<file path="src/rtl/core/transform_chain_world_position_defines.svh">
// assertion macros used by tcwp_back
`ifndef TRANSFORM_CHAIN_WORLD_POSITION_DEFINES_SVH
`define TRANSFORM_CHAIN_WORLD_POSITION_DEFINES_SVH

// a implies b on the same edge
`define TCWP_ASSERT_IMP(label, clk, rst_n, a, b) \
    label: assert property (@(posedge clk) disable iff (!rst_n) (a) |-> (b)) \
        else $error("assertion failed");

// a implies b on the next edge
`define TCWP_ASSERT_NEXT(label, clk, rst_n, a, b) \
    label: assert property (@(posedge clk) disable iff (!rst_n) (a) |=> (b)) \
        else $error("assertion failed");

`endif

</file>
<file path="src/rtl/core/tcwp_pkg.sv">
`default_nettype none
package tcwp_pkg;
    localparam int unsigned IdxW = 9;
    localparam int unsigned DataW = 32;

    typedef enum logic [1:0] {
        OP_LOAD_TRANS = 2'd0,
        OP_LOAD_ROT = 2'd1,
        OP_LOAD_SCALE = 2'd2,
        OP_QUERY = 2'd3
    } t_op;

    typedef struct packed {
        t_op op;
        logic in_range;
        logic signed [IdxW-1:0] entry_index;
        logic signed [IdxW-1:0] parent_index;
        logic signed [DataW-1:0] vx;
        logic signed [DataW-1:0] vy;
        logic signed [DataW-1:0] vz;
        logic signed [DataW-1:0] vw;
    } t_cmd;

    function automatic logic signed [DataW-1:0] sat32(input logic signed [71:0] v);
        logic signed [71:0] hi;
        logic signed [71:0] lo;
        hi = 72'sd2147483647;
        lo = -72'sd2147483648;
        if (v > hi) sat32 = 32'sh7fffffff;
        else if (v < lo) sat32 = 32'sh80000000;
        else sat32 = v[DataW-1:0];
    endfunction
endpackage
`default_nettype wire

</file>
<file path="src/rtl/core/tcwp_front.sv">
`default_nettype none
module tcwp_front #(
    parameter int unsigned NODE_ENTRIES = 256
) (
    input  wire logic i_clk,
    input  wire logic i_rst_n,
    input  wire logic i_valid,
    output logic o_ready,
    input  wire logic [1:0] i_operation,
    input  wire logic signed [tcwp_pkg::IdxW-1:0] i_entry_index,
    input  wire logic signed [tcwp_pkg::IdxW-1:0] i_parent_index,
    input  wire logic signed [31:0] i_value_x,
    input  wire logic signed [31:0] i_value_y,
    input  wire logic signed [31:0] i_value_z,
    input  wire logic signed [31:0] i_value_w,
    output logic o_cmd_valid,
    input  wire logic i_cmd_ready,
    output tcwp_pkg::t_cmd o_cmd
);
    // two entry queue between the front and the back
    tcwp_pkg::t_cmd r_q [2];
    logic r_wp, r_rp;
    logic [1:0] r_cnt;
    logic n_push, n_pop;
    tcwp_pkg::t_cmd n_cmd;

    always_comb begin
        n_cmd.op = tcwp_pkg::t_op'(i_operation);
        n_cmd.in_range = !i_entry_index[tcwp_pkg::IdxW-1]
            && (32'(unsigned'(i_entry_index)) < NODE_ENTRIES);
        n_cmd.entry_index = i_entry_index;
        n_cmd.parent_index = i_parent_index;
        n_cmd.vx = i_value_x;
        n_cmd.vy = i_value_y;
        n_cmd.vz = i_value_z;
        n_cmd.vw = i_value_w;
    end

    assign o_ready = (r_cnt != 2'd2);
    assign o_cmd_valid = (r_cnt != 2'd0);
    assign o_cmd = r_q[r_rp];
    assign n_push = i_valid && o_ready;
    assign n_pop = o_cmd_valid && i_cmd_ready;

    always_ff @(posedge i_clk) begin
        if (n_push) r_q[r_wp] <= n_cmd;
        if (!i_rst_n) begin
            r_wp <= 1'b0;
            r_rp <= 1'b0;
            r_cnt <= 2'd0;
        end else begin
            if (n_push) r_wp <= !r_wp;
            if (n_pop) r_rp <= !r_rp;
            r_cnt <= r_cnt + 2'(n_push) - 2'(n_pop);
        end
    end
endmodule
`default_nettype wire

</file>
<file path="config.mk">
export PLATFORM = sky130hd
export DESIGN_NAME = tcwp_front
export DESIGN_NICKNAME = d
export VERILOG_FILES = /design/src/rtl/core/transform_chain_world_position_defines.svh /design/src/rtl/core/tcwp_pkg.sv /design/src/rtl/core/tcwp_front.sv
export SDC_FILE = /design/constraint.sdc
export NUM_CORES = 1
export LEC_CHECK = 0
export BUFFER_PORTS_ARGS = -buffer_cell sky130_fd_sc_hd__buf_2
export CORE_ASPECT_RATIO = 1.25
export CORE_MARGIN = 3
export CORE_UTILIZATION = 40
export CTS_CLUSTER_SIZE = 30
export DETAILED_ROUTE_END_ITERATION = 16
export GPL_TIMING_DRIVEN = 0
export PLACE_DENSITY_LB_ADDON = 0.25
export SYNTH_ARGS = -nofsm -noshare
export SYNTH_HDL_FRONTEND = slang
export SYNTH_SLANG_ARGS = --single-unit
</file>
<file path="constraint.sdc">
create_clock -name i_clk -period 10.9 [get_ports i_clk]
set_clock_uncertainty 0.15 [all_clocks]
set_input_delay 1.09 -clock i_clk [delete_from_list [all_inputs] [get_ports i_clk]]
set_output_delay 1.09 -clock i_clk [all_outputs]
set_load 0.01 [all_outputs]
</file>
==> reports/results.md, run 1 <==
### Run status
* status: finished, final reports clean

### Drt
* vias: 5721
* antenna viol nets, final: 0
* drt first pass iters: 4
* drt initial violations: 186
* detail-routed net length per standard cell: 18.5 µm
* number of vias per cell after detailed routing: 4.72
* overall routed net length: 22500 µm
* DRC: 0

### Global routing
* wire length of the first global-routing pass: 33200 µm
* vias in the first global route: 6108
* pin count of the biggest net entering global routing: 82
* total grt overflow: 0
* initial antenna violation count: 9
* Total GRT Usage: 14.0%

### Final layout
* post-route cell area: 14500 µm²
* Layout Area Growth over Synthesis: 26.4%
* most common library cell in the layout ignoring fill and taps: buf_2
* commonest cells after routing, fill and taps aside: buf_2, edfxtp_1, mux2_4
* count of filler cells inserted in the layout: 2337
* Finished Layout Cells: 1213
* fraction of layout cells with a size suffix above 1: 60.7%
* utilization after layout: 51.8%
* final net count: 985

### Floorplan
* ports placed on the boundary: 303
* Die Width: 157 µm
* Placeable Area: 27900 µm²
* die outline area: 30700 µm²
* die span in y: 195 µm
* number of rows created at floorplan: 68
* starting density of the core: 41.0%

### Clock network
* clock root cell: clkbuf_16
* sink count of the clock tree: 303
* clock buffer depth: 3
* clock input transition at the sequential cells of the worst setup and hold paths: 0.06 ns
* number of CTS-inserted buffers: 30
* H-tree depth: 1
* post-CTS resize count: 0
* setup repair bufs after CTS: 0
* Hold-fix buffers, CTS: 0
* clock tree from TritonCTS: done
* source-to-sink clock delay at the later pin of the worst-skew pair: 0.54 ns

### Worst setup path
* number of cells on the worst reg-to-reg path: 4
* crit end category: output port
* category of the worst setup path launch point: flip-flop
* data arrival time of the critical path: 1.90 ns
* data required time of the worst path: 9.66 ns
* category of the critical setup timing path: flip-flop to output port
* endpoint of the most critical register-to-register path: r_q[0][132]
* worst-path maximum fanout: 10
* startpoint of the lowest-slack register-to-register path: r_cnt[0]
* reg2reg setup slack: 8.62 ns

### Placed design
* number of input and output port buffers inserted: 302
* Placed Cells: 1150
* routability congestion estimate: 0.705
* placed wire-length estimate: 15500 µm
* Placed Instance Area: 13500 µm²

### Min path
* Worst Hold Path EP: r_wp
* cell count of the worst hold path: 2
* Hold Crit Start: r_wp
* Tightest Hold Check Type: flip-flop to flip-flop

### Synthesis
* Yosys cell types: 24
* Post-Synthesis Cell Area: 11400 µm²
* Post-Synthesis Net Count: 647
* portion of netlist area occupied by mux cells: 18.1%
* synth top area cells: edfxtp_1, mux2_4, mux2_2
* largest area contributor in the synthesized netlist: edfxtp_1
* fraction of the mapped netlist area in compound gates: 0.470%
* xor and xnor fraction of the mapped netlist area: 0.0765%
* post-synthesis sequential area ratio: 79.1%
* combinational family with the most area after synthesis: multiplexers
* Post-Syn Instances: 494
* flops & latches, synth: 303
* Yosys top cell area share: 78.2%
* mean instance size in the synthesized netlist: 23.2 µm²
* simple logic cell fraction of the synthesized area: 0.645%
* Yosys warning count: 0
* adder and majority cell fraction of the synthesized area: 0.109%

### Run
* Maximum Capacitance Violations: 0

### Power and ir drop
* leakage component of the power: 5.60 nW
* maximum resistive drop on vdd: 0.148 mV
* cell area power density: 217 nW/µm²

### STA
* Slew HR: 64.4%
* final-report hold violation count: 0
* achievable clock frequency: 0.319 GHz
* final clock period utilization by the worst path: 28.8%
* clock period minus final worst setup slack: 3.14 ns
* final count of negative-setup-slack endpoints: 0
* RSZ-0062 raised after global routing: false
* final total negative setup slack: 0 ns
* max-slew violation count: 0
* pin slew with the least headroom to its limit: 0.534 ns

-- how the worst max path moves through the flow --
stage	startpoint	endpoint	slack, ns	cells past startpoint
final	flip-flop	o_cmd[71]	7.76	5
after global routing	flip-flop	o_cmd[72]	7.65	5
after CTS	flip-flop	o_cmd[72]	7.69	5
after detailed placement	i_valid	r_q[0][131]	7.95	4
after global placement	i_valid	r_q[1][112]	3.30	2
after floorplan	i_valid	r_q[1][0]	5.66	1
-- layer usage --
layer  up-vias  share of wire [%]  GRT usage, %
met5         -               0.15             0
met4         6                3.6          5.63
met3        54                8.2          4.81
met2       209                 53          25.3
met1      2790                 35          14.7
li1       2662                  -             -
-- state kept, by name, summed over array words and instances (netlist names), named ones only --
| name | cells |
|---|---|
| r_cnt | 2 |
| r_q | 298 |
| r_rp | 1 |
| r_wp | 1 |
-- power by group --
group	leakage (nW)	total (mW)	switching (mW)	internal [mW]
logic	2.30	0.718	0.352	0.366
clock network	0.464	0.974	0.412	0.563
registers	2.83	1.44	0.0286	1.42
-- layout make-up --
class                           instances  area (µm²)  share of cell area [%]
Sequential cell                       303        9050                    62.6
Multi-Input combinational cell        172        2220                    15.4
Timing Repair Buffer                  306        1610                    11.2
Clock buffer                           36         795                    5.49
Tap cell                              350         438                    3.03
Buffer                                 17         173                    1.19
Clock inverter                         20         143                   0.986
Antenna cell                            7        17.5                   0.121
Inverter                                2        15.0                   0.104
-- synth_stat cells --
cell type / count
and2_1: 3
a21boi_0: 1
inv_1: 2
nor2b_1: 1
a32oi_1: 1
or2_2: 1
mux2_2: 48
nor2_1: 2
o21ai_0: 2
nand2_1: 1
ha_1: 1
edfxtp_1: 298
buf_6: 14
a21bo_2: 2
nand3_1: 1
nand2b_1: 2
and3_1: 1
mux2_4: 101
mux2i_1: 1
xnor2_1: 1
a211oi_1: 1
buf_2: 3
nand3b_1: 1
dfxtp_1: 5
-- worst max-delay path, cell delays in order (launching register included) --
cell	delay, ns
dfxtp_1	0.32
buf_6	0.12
buf_6	0.20
buf_6	0.21
mux2_4	0.34
buf_2	0.15
-- per-stage QoR --
step | hold WS [ns] | setup WS [ns] | power, mW
after floorplan | 0.379 | 5.66 | 1.95
after global placement | 0.392 | 3.30 | 2.22
after detailed placement | 0.425 | 7.95 | 2.21
after CTS | 0.460 | 7.69 | 3.19
after global routing | 0.490 | 7.65 | 3.28
final | 0.453 | 7.76 | 3.14
-- cell families after synthesis --
logic type	Yosys count
AOI/OAI and AO/OA	7
xor gates and xnor gates	1
adders and majority gates	1
buffers and inverters	19
DFF	303
muxes	150
and+or+nand+nor	13
Note: power is estimated with default switching activity, not from simulation.
==> run 2, diff against run 1 <==
==> constraint.sdc (replaced) <==
create_clock -name i_clk -period 2.7 [get_ports i_clk]
set_clock_uncertainty 0.15 [all_clocks]
set_input_delay 0.27 -clock i_clk [delete_from_list [all_inputs] [get_ports i_clk]]
set_output_delay 0.27 -clock i_clk [all_outputs]
set_load 0.01 [all_outputs]
==> run 2 against run 1 <==
Against the previous run:
- cell count increased by 12%
- wire length increased by 6.8%
- worst hold slack got worse by 0.16 ns
- critical endpoint is now r_q[1][111]
==> reports/results.md, run 2 (synthesized netlist as in run 1, its figures left out) <==
### Min path
* cell count of the worst hold path: 2, unchanged
* Tightest Hold Check Type: input pin to flip-flop, was flip-flop to flip-flop
* Hold Crit Start: i_value_z[7], was r_wp
* Worst Hold Path EP: r_q[1][39], was r_wp

### Clock network
* clock buffer depth: 3, unchanged
* number of CTS-inserted buffers: 30, unchanged
* H-tree depth: 1, unchanged
* clock input transition at the sequential cells of the worst setup and hold paths: 0.06 ns, about the same
* clock root cell: clkbuf_16, unchanged
* sink count of the clock tree: 303, unchanged
* post-CTS resize count: 0, unchanged
* setup repair bufs after CTS: 0, unchanged
* clock tree from TritonCTS: done, unchanged
* source-to-sink clock delay at the later pin of the worst-skew pair: 0.55 ns, was 0.54 ns

### Drt
* uppermost signal routing layer after detailed routing: met5, unchanged
* met1 routed wirelength after detailed routing: 9010 µm, was 7910 µm
* antenna viol nets, final: 0, unchanged
* vias: 6229, was 5721
* overall routed net length: 24000 µm, was 22500 µm
* routed length on met3: 1920 µm, was 1840 µm
* drt first pass iters: 4, unchanged
* DRC: 0, unchanged
* detail-routed net length per standard cell: 17.7 µm, was 18.5 µm
* drt initial violations: 165, was 186
* met2 wire length: 12400 µm, was 11900 µm
* number of vias per cell after detailed routing: 4.58, was 4.72

### STA
* Slew HR: 60.7%, was 64.4%
* final clock period utilization by the worst path: 86.7%
* RSZ-0062 raised after global routing: false, unchanged
* clock period minus final worst setup slack: 2.34 ns
* max-slew violation count: 0, unchanged
* pin slew with the least headroom to its limit: 0.588 ns, was 0.534 ns
* achievable clock frequency: 0.427 GHz
* final count of negative-setup-slack endpoints: 0, unchanged
* final-report hold violation count: 0, unchanged
* final hold slack: 0.296 ns, was 0.453 ns

### Global routing
* pin count of the biggest net entering global routing: 59, was 82
* Total GRT Usage: 15.1%, was 14.0%
* initial antenna violation count: 2, was 9
* vias in the first global route: 6797, was 6108
* wire length of the first global-routing pass: 36600 µm, was 33200 µm
* total grt overflow: 0, unchanged

### Final layout
* utilization after layout: 57.6%, was 51.8%
* fraction of layout cells with a size suffix above 1: 52.3%, was 60.7%
* largest registers: r_q (298), r_cnt (2), unchanged
* area taken by multi-input logic gates: 2230 µm², was 2220 µm²
* count of filler cells inserted in the layout: 2139, was 2337
* flip-flop count of the largest register after layout: 298, unchanged
* final net count: 1138, was 985
* area taken by flip-flops and latches: 9050 µm², about the same
* most common library cell in the layout ignoring fill and taps: buf_2, unchanged
* commonest cells after routing, fill and taps aside: buf_2, edfxtp_1, dlygate4sd3_1, was buf_2, edfxtp_1, mux2_4
* post-route cell area: 16100 µm², was 14500 µm²
* register ranked first by flip-flop count: r_q, unchanged
* Layout Area Growth over Synthesis: 40.5%, was 26.4%

### Worst setup path
* startpoint of the lowest-slack register-to-register path: r_cnt[0], unchanged
* endpoint of the most critical register-to-register path: r_q[1][111], was r_q[0][132]
* worst-path cell with the longest stage delay: and3_4, was mux2_4
* worst-path maximum fanout: 58, was 10
* reg2reg setup slack: 0.36 ns, was 8.62 ns
* worst path cell trace: nand2b_4 -> and3_4 -> buf_16 -> buf_16, was buf_6 -> buf_6 -> buf_6 -> mux2_4 -> buf_2
* CP peak stage delay: 0.56 ns, was 0.34 ns
* dominant cell type by count on the critical path: buf_16, was buf_6
* number of cells on the worst reg-to-reg path: 4, unchanged
* data arrival time of the critical path: 2.39 ns, was 1.90 ns
* data required time of the worst path: 2.75 ns, was 9.66 ns
* category of the worst setup path launch point: flip-flop, unchanged
* category of the critical setup timing path: flip-flop to flip-flop, was flip-flop to output port
* crit end category: flip-flop, was output port

### Power and ir drop
* leakage component of the power: 6.28 nW, was 5.60 nW
* cell area power density: 822 nW/µm², was 217 nW/µm²
* maximum resistive drop on vdd: 0.592 mV, was 0.148 mV

### Placed design
* routability congestion estimate: 0.719, was 0.705
* Placed Instance Area: 13500 µm², about the same
* number of input and output port buffers inserted: 302, unchanged
* placed wire-length estimate: 15300 µm, was 15500 µm

### Floorplan
* starting density of the core: 41.0%, unchanged
* number of rows created at floorplan: 68, unchanged
* die outline area: 30700 µm², unchanged
* die span in y: 195 µm, unchanged
* Die Width: 157 µm, unchanged
* Placeable Area: 27900 µm², unchanged
* ports placed on the boundary: 303, unchanged

### Run status
* status: finished, final reports clean, unchanged

### Run
* Maximum Capacitance Violations: 0, unchanged

==> run 2: cell count changes in the layout (fill, tap and decap cells not counted), sizes merged <==
cell	previous run	this run
clkinv	17	14
buf	323	325
dlygate4sd3	0	151
bufinv	2	5
clkinvlp	1	3
clkbuf	36	34
diode	7	1
==> run 2: critical path: cells and delay by family (launching register included) <==
kind          cells  cell delay, ns
simple gates      2            0.72
flops             1            0.39
buf+inv           2            0.66
==> run 2: worst max-delay path by stage <==
| stage | to | startpoint | depth (start not counted) | slack (ns) |
|---|---|---|---|---|
| finish | r_q[1][111] | r_cnt[0] | 4 | 0.36 |
| global route | r_q[1][108] | r_cnt[0] | 4 | 0.21 |
| CTS | r_q[1][51] | r_cnt[0] | 4 | 0.30 |
| detailed placement | r_q[1][49] | r_cnt[0] | 4 | 0.32 |
| global placement | r_q[0][49] | r_cnt[0] | 3 | -2.24 |
| floorplan | r_q[0][0] | r_cnt[0] | 3 | -0.69 |
==> run 2: area by class of cell <==
cell class | count | share of cell area [%]
flip-flops and latches | 303 | 56.3
repair buffers | 459 | 19.6
multi-input cells | 172 | 13.9
clock buffers | 34 | 4.89
well taps | 350 | 2.72
clock inverters | 22 | 1.46
plain buffers | 17 | 1.07
inverters | 2 | 0.0700
diodes | 1 | 0.0156
==> run 2: metrics by stage <==
stage	TNS [ns]	power [mW]	cells	worst slack, ns
floorplan	-143.19	7.85	494	-0.689
detailed placement	0	8.93	1152	0.320
finish	0	13.2	1360	0.359
CTS	0	13.4	1359	0.301
global route	0	13.8	1360	0.207
global placement	-542.63	8.90	1146	-2.24
==> run 2: routing by layer <==
layer,GRT usage (%),vias to the layer above
li1,-,2951
met5,0,-
met2,27.2,218
met3,4.46,44
met1,17.0,3014
met4,4.95,2
==> run 2: what timing repair did <==
action	in CTS	in global routing
setup endpoints to repair	0	0
hold buffers	151	0
hold endpoints to repair	303	0
==> run 2: power breakdown <==
part,total (mW),leakage [nW],internal [mW],switching [mW]
Combinational,3.12,2.95,1.65,1.48
Sequential,5.84,2.83,5.72,0.118
Clock,4.25,0.499,2.56,1.69
Total,13.2,6.28,9.93,3.29
==> run 3, diff against run 2 <==
--- a/config.mk
+++ b/config.mk
@@ -9,10 +9,12 @@
 export CORE_ASPECT_RATIO = 1.25
 export CORE_MARGIN = 3
 export CORE_UTILIZATION = 40
+export CTS_CLUSTER_DIAMETER = 80
 export CTS_CLUSTER_SIZE = 30
 export DETAILED_ROUTE_END_ITERATION = 16
 export GPL_TIMING_DRIVEN = 0
-export PLACE_DENSITY_LB_ADDON = 0.25
+export PLACE_DENSITY = 0.68
+export RECOVER_POWER = 25
 export SYNTH_ARGS = -nofsm -noshare
 export SYNTH_HDL_FRONTEND = slang
 export SYNTH_SLANG_ARGS = --single-unit
==> run 3 against run 2 <==
Against the previous run:
- wire length is 1.6% lower
- fmax rose by 3.3%
- worst hold slack worse by 0.25 ns
- sequential power about the same
- core utilization shrank 2.4 points
- sequential share of layout area rose by 2.5 points
- clock power shrank 43%
- worst setup slack better by 0.074 ns
- sequential cell count did not move
- register-to-register slack better by 0.28 ns
==> reports/results.md, run 3 (synthesized netlist as in run 1, its figures left out) <==
### Worst setup path
* category of the worst setup path launch point: flip-flop, unchanged
* worst-path maximum fanout: 10, was 58
* data arrival time of the critical path: 1.85 ns, was 2.39 ns
* crit end category: output port, was flip-flop
* CP peak stage delay: 0.34 ns, was 0.56 ns
* worst-path cell with the longest stage delay: dfxtp_1, was and3_4
* category of the critical setup timing path: flip-flop to output port, was flip-flop to flip-flop
* reg2reg setup slack: 0.64 ns, was 0.36 ns
* worst path cell trace: buf_6 -> buf_6 -> buf_6 -> mux2_4 -> buf_2, was nand2b_4 -> and3_4 -> buf_16 -> buf_16
* data required time of the worst path: 2.28 ns, was 2.75 ns
* dominant cell type by count on the critical path: buf_6, was buf_16

### Placed design
* number of input and output port buffers inserted: 302, unchanged
* placed wire-length estimate: 15600 µm, was 15300 µm
* Placed Instance Area: 13500 µm², unchanged
* Placed Cells: 1152, unchanged
* routability congestion estimate: 0.717, was 0.719

### Final layout
* most common library cell in the layout ignoring fill and taps: edfxtp_1, was buf_2
* largest registers: r_q (298), r_cnt (2), unchanged
* flip-flop count of the largest register after layout: 298, unchanged
* register ranked first by flip-flop count: r_q, unchanged
* Layout Area Growth over Synthesis: 34.6%, was 40.5%
* number of diodes: 0, was 1
* post-route cell area: 15400 µm², was 16100 µm²
* final net count: 1121, was 1138
* commonest cells after routing, fill and taps aside: edfxtp_1, buf_2, dlygate4sd3_1, was buf_2, edfxtp_1, dlygate4sd3_1
* fraction of layout cells with a size suffix above 1: 45.2%, was 52.3%
* Finished Layout Cells: 1326, was 1360

### Floorplan
* ports placed on the boundary: 303, unchanged
* number of rows created at floorplan: 68, unchanged
* die span in y: 195 µm, unchanged
* Placeable Area: 27900 µm², unchanged
* Die Width: 157 µm, unchanged
* starting density of the core: 41.0%, unchanged
* die outline area: 30700 µm², unchanged

### Drt
* vias: 6191, was 6229
* number of vias per cell after detailed routing: 4.67, was 4.58
* drt initial violations: 248, was 165
* antenna viol nets, final: 0, unchanged
* DRC: 0, unchanged
* drt first pass iters: 4, unchanged
* detail-routed net length per standard cell: 17.8 µm, was 17.7 µm
* overall routed net length: 23700 µm, was 24000 µm

### Clock network
* clock buffer depth: 3, unchanged
* number of CTS-inserted buffers: 14, was 30
* H-tree depth: 1, unchanged
* setup repair bufs after CTS: 0, unchanged
* post-CTS resize count: 0, unchanged
* Hold-fix buffers, CTS: 150, was 151
* source-to-sink clock delay at the later pin of the worst-skew pair: 0.49 ns, was 0.55 ns
* clock root cell: clkbuf_16, unchanged
* sink count of the clock tree: 303, unchanged
* clock input transition at the sequential cells of the worst setup and hold paths: 0.11 ns, was 0.06 ns
* clock tree from TritonCTS: done, unchanged

### Global routing
* wire length of the first global-routing pass: 36100 µm, was 36600 µm
* initial antenna violation count: 0, was 2
* total grt overflow: 0, unchanged
* vias in the first global route: 6646, was 6797
* pin count of the biggest net entering global routing: 61, was 59
* Total GRT Usage: 14.8%, was 15.1%

### STA
* clock period minus final worst setup slack: 2.27 ns, was 2.34 ns
* RSZ-0062 raised after global routing: false, unchanged
* final hold slack: 0.0484 ns, was 0.296 ns
* Slew HR: 58.2%, was 60.7%
* final clock period utilization by the worst path: 83.9%, was 86.7%
* final count of negative-setup-slack endpoints: 0, unchanged
* achievable clock frequency: 0.441 GHz, was 0.427 GHz
* final-report hold violation count: 0, unchanged
* max-slew violation count: 0, unchanged
* pin slew with the least headroom to its limit: 0.626 ns, was 0.588 ns
* final total negative setup slack: 0 ns, unchanged

### Power and ir drop
* maximum resistive drop on vdd: 0.538 mV, was 0.592 mV
* Tot Pwr: 11.4 mW, was 13.2 mW
* leakage component of the power: 5.82 nW, was 6.28 nW
* cell area power density: 739 nW/µm², was 822 nW/µm²

### Run status
* status: finished, final reports clean, unchanged

### Run
* Maximum Capacitance Violations: 0, unchanged

### Min path
* Tightest Hold Check Type: input pin to flip-flop, unchanged

## run 3: cell count changes in the layout (fill, tap and decap cells not counted), sizes merged, moves of 2 or more
cell	previous run	this run
clkinv	14	2
bufinv	5	0
clkbuf	34	80
clkinvlp	3	1
buf	325	265
## run 3: per-layer routing
metal  part of all wire, %  GRT usage, %
met5                     0             0
met4                   2.2          3.73
met3                   6.9          3.61
met2                    54          27.9
met1                    37          16.7
## run 3: layout make-up
class | count | area, µm²
Fill cell | 2216 | 12500
Sequential cell | 303 | 9050
Timing Repair Buffer | 458 | 3070
Multi-Input combinational cell | 172 | 2230
Tap cell | 350 | 438
Clock buffer | 20 | 394
Buffer | 17 | 173
Clock inverter | 4 | 33.8
Inverter | 2 | 11.3
## run 3: power breakdown
| part | switching [mW] | internal [mW] | total (mW) | leakage [nW] |
|---|---|---|---|---|
| Clock | 1.38 | 1.06 | 2.44 | 0.209 |
| Combinational | 1.48 | 1.63 | 3.11 | 2.78 |
| Sequential | 0.120 | 5.71 | 5.83 | 2.83 |
## run 3: stage by stage
| step | util [%] | setup slack [ns] |
|---|---|---|
| 2_1_floorplan | - | -0.689 |
| 3_3_place_gp | 48.0 | -2.18 |
| 3_5_place_dp | 48.5 | 0.618 |
| 4_1_cts | 55.5 | 0.367 |
| 5_1_grt | 55.2 | 0.312 |
| 6_report | 55.2 | 0.434 |
## run 3: path summary, 6_finish.rpt
kind,start,endpoint,cells after the start
hold reg to reg,r_rp,r_rp,2
setup reg to reg,r_cnt[0],r_q[1][74],3
hold / removal,i_valid,r_wp,3
setup / recovery,flip-flop,o_cmd[68],5
## run 3: critical path, delay by kind of cell (launching register included)
| family | cells | cell delay (ns) |
|---|---|---|
| buf+inv | 4 | 0.69 |
| mux | 1 | 0.32 |
| flops | 1 | 0.34 |
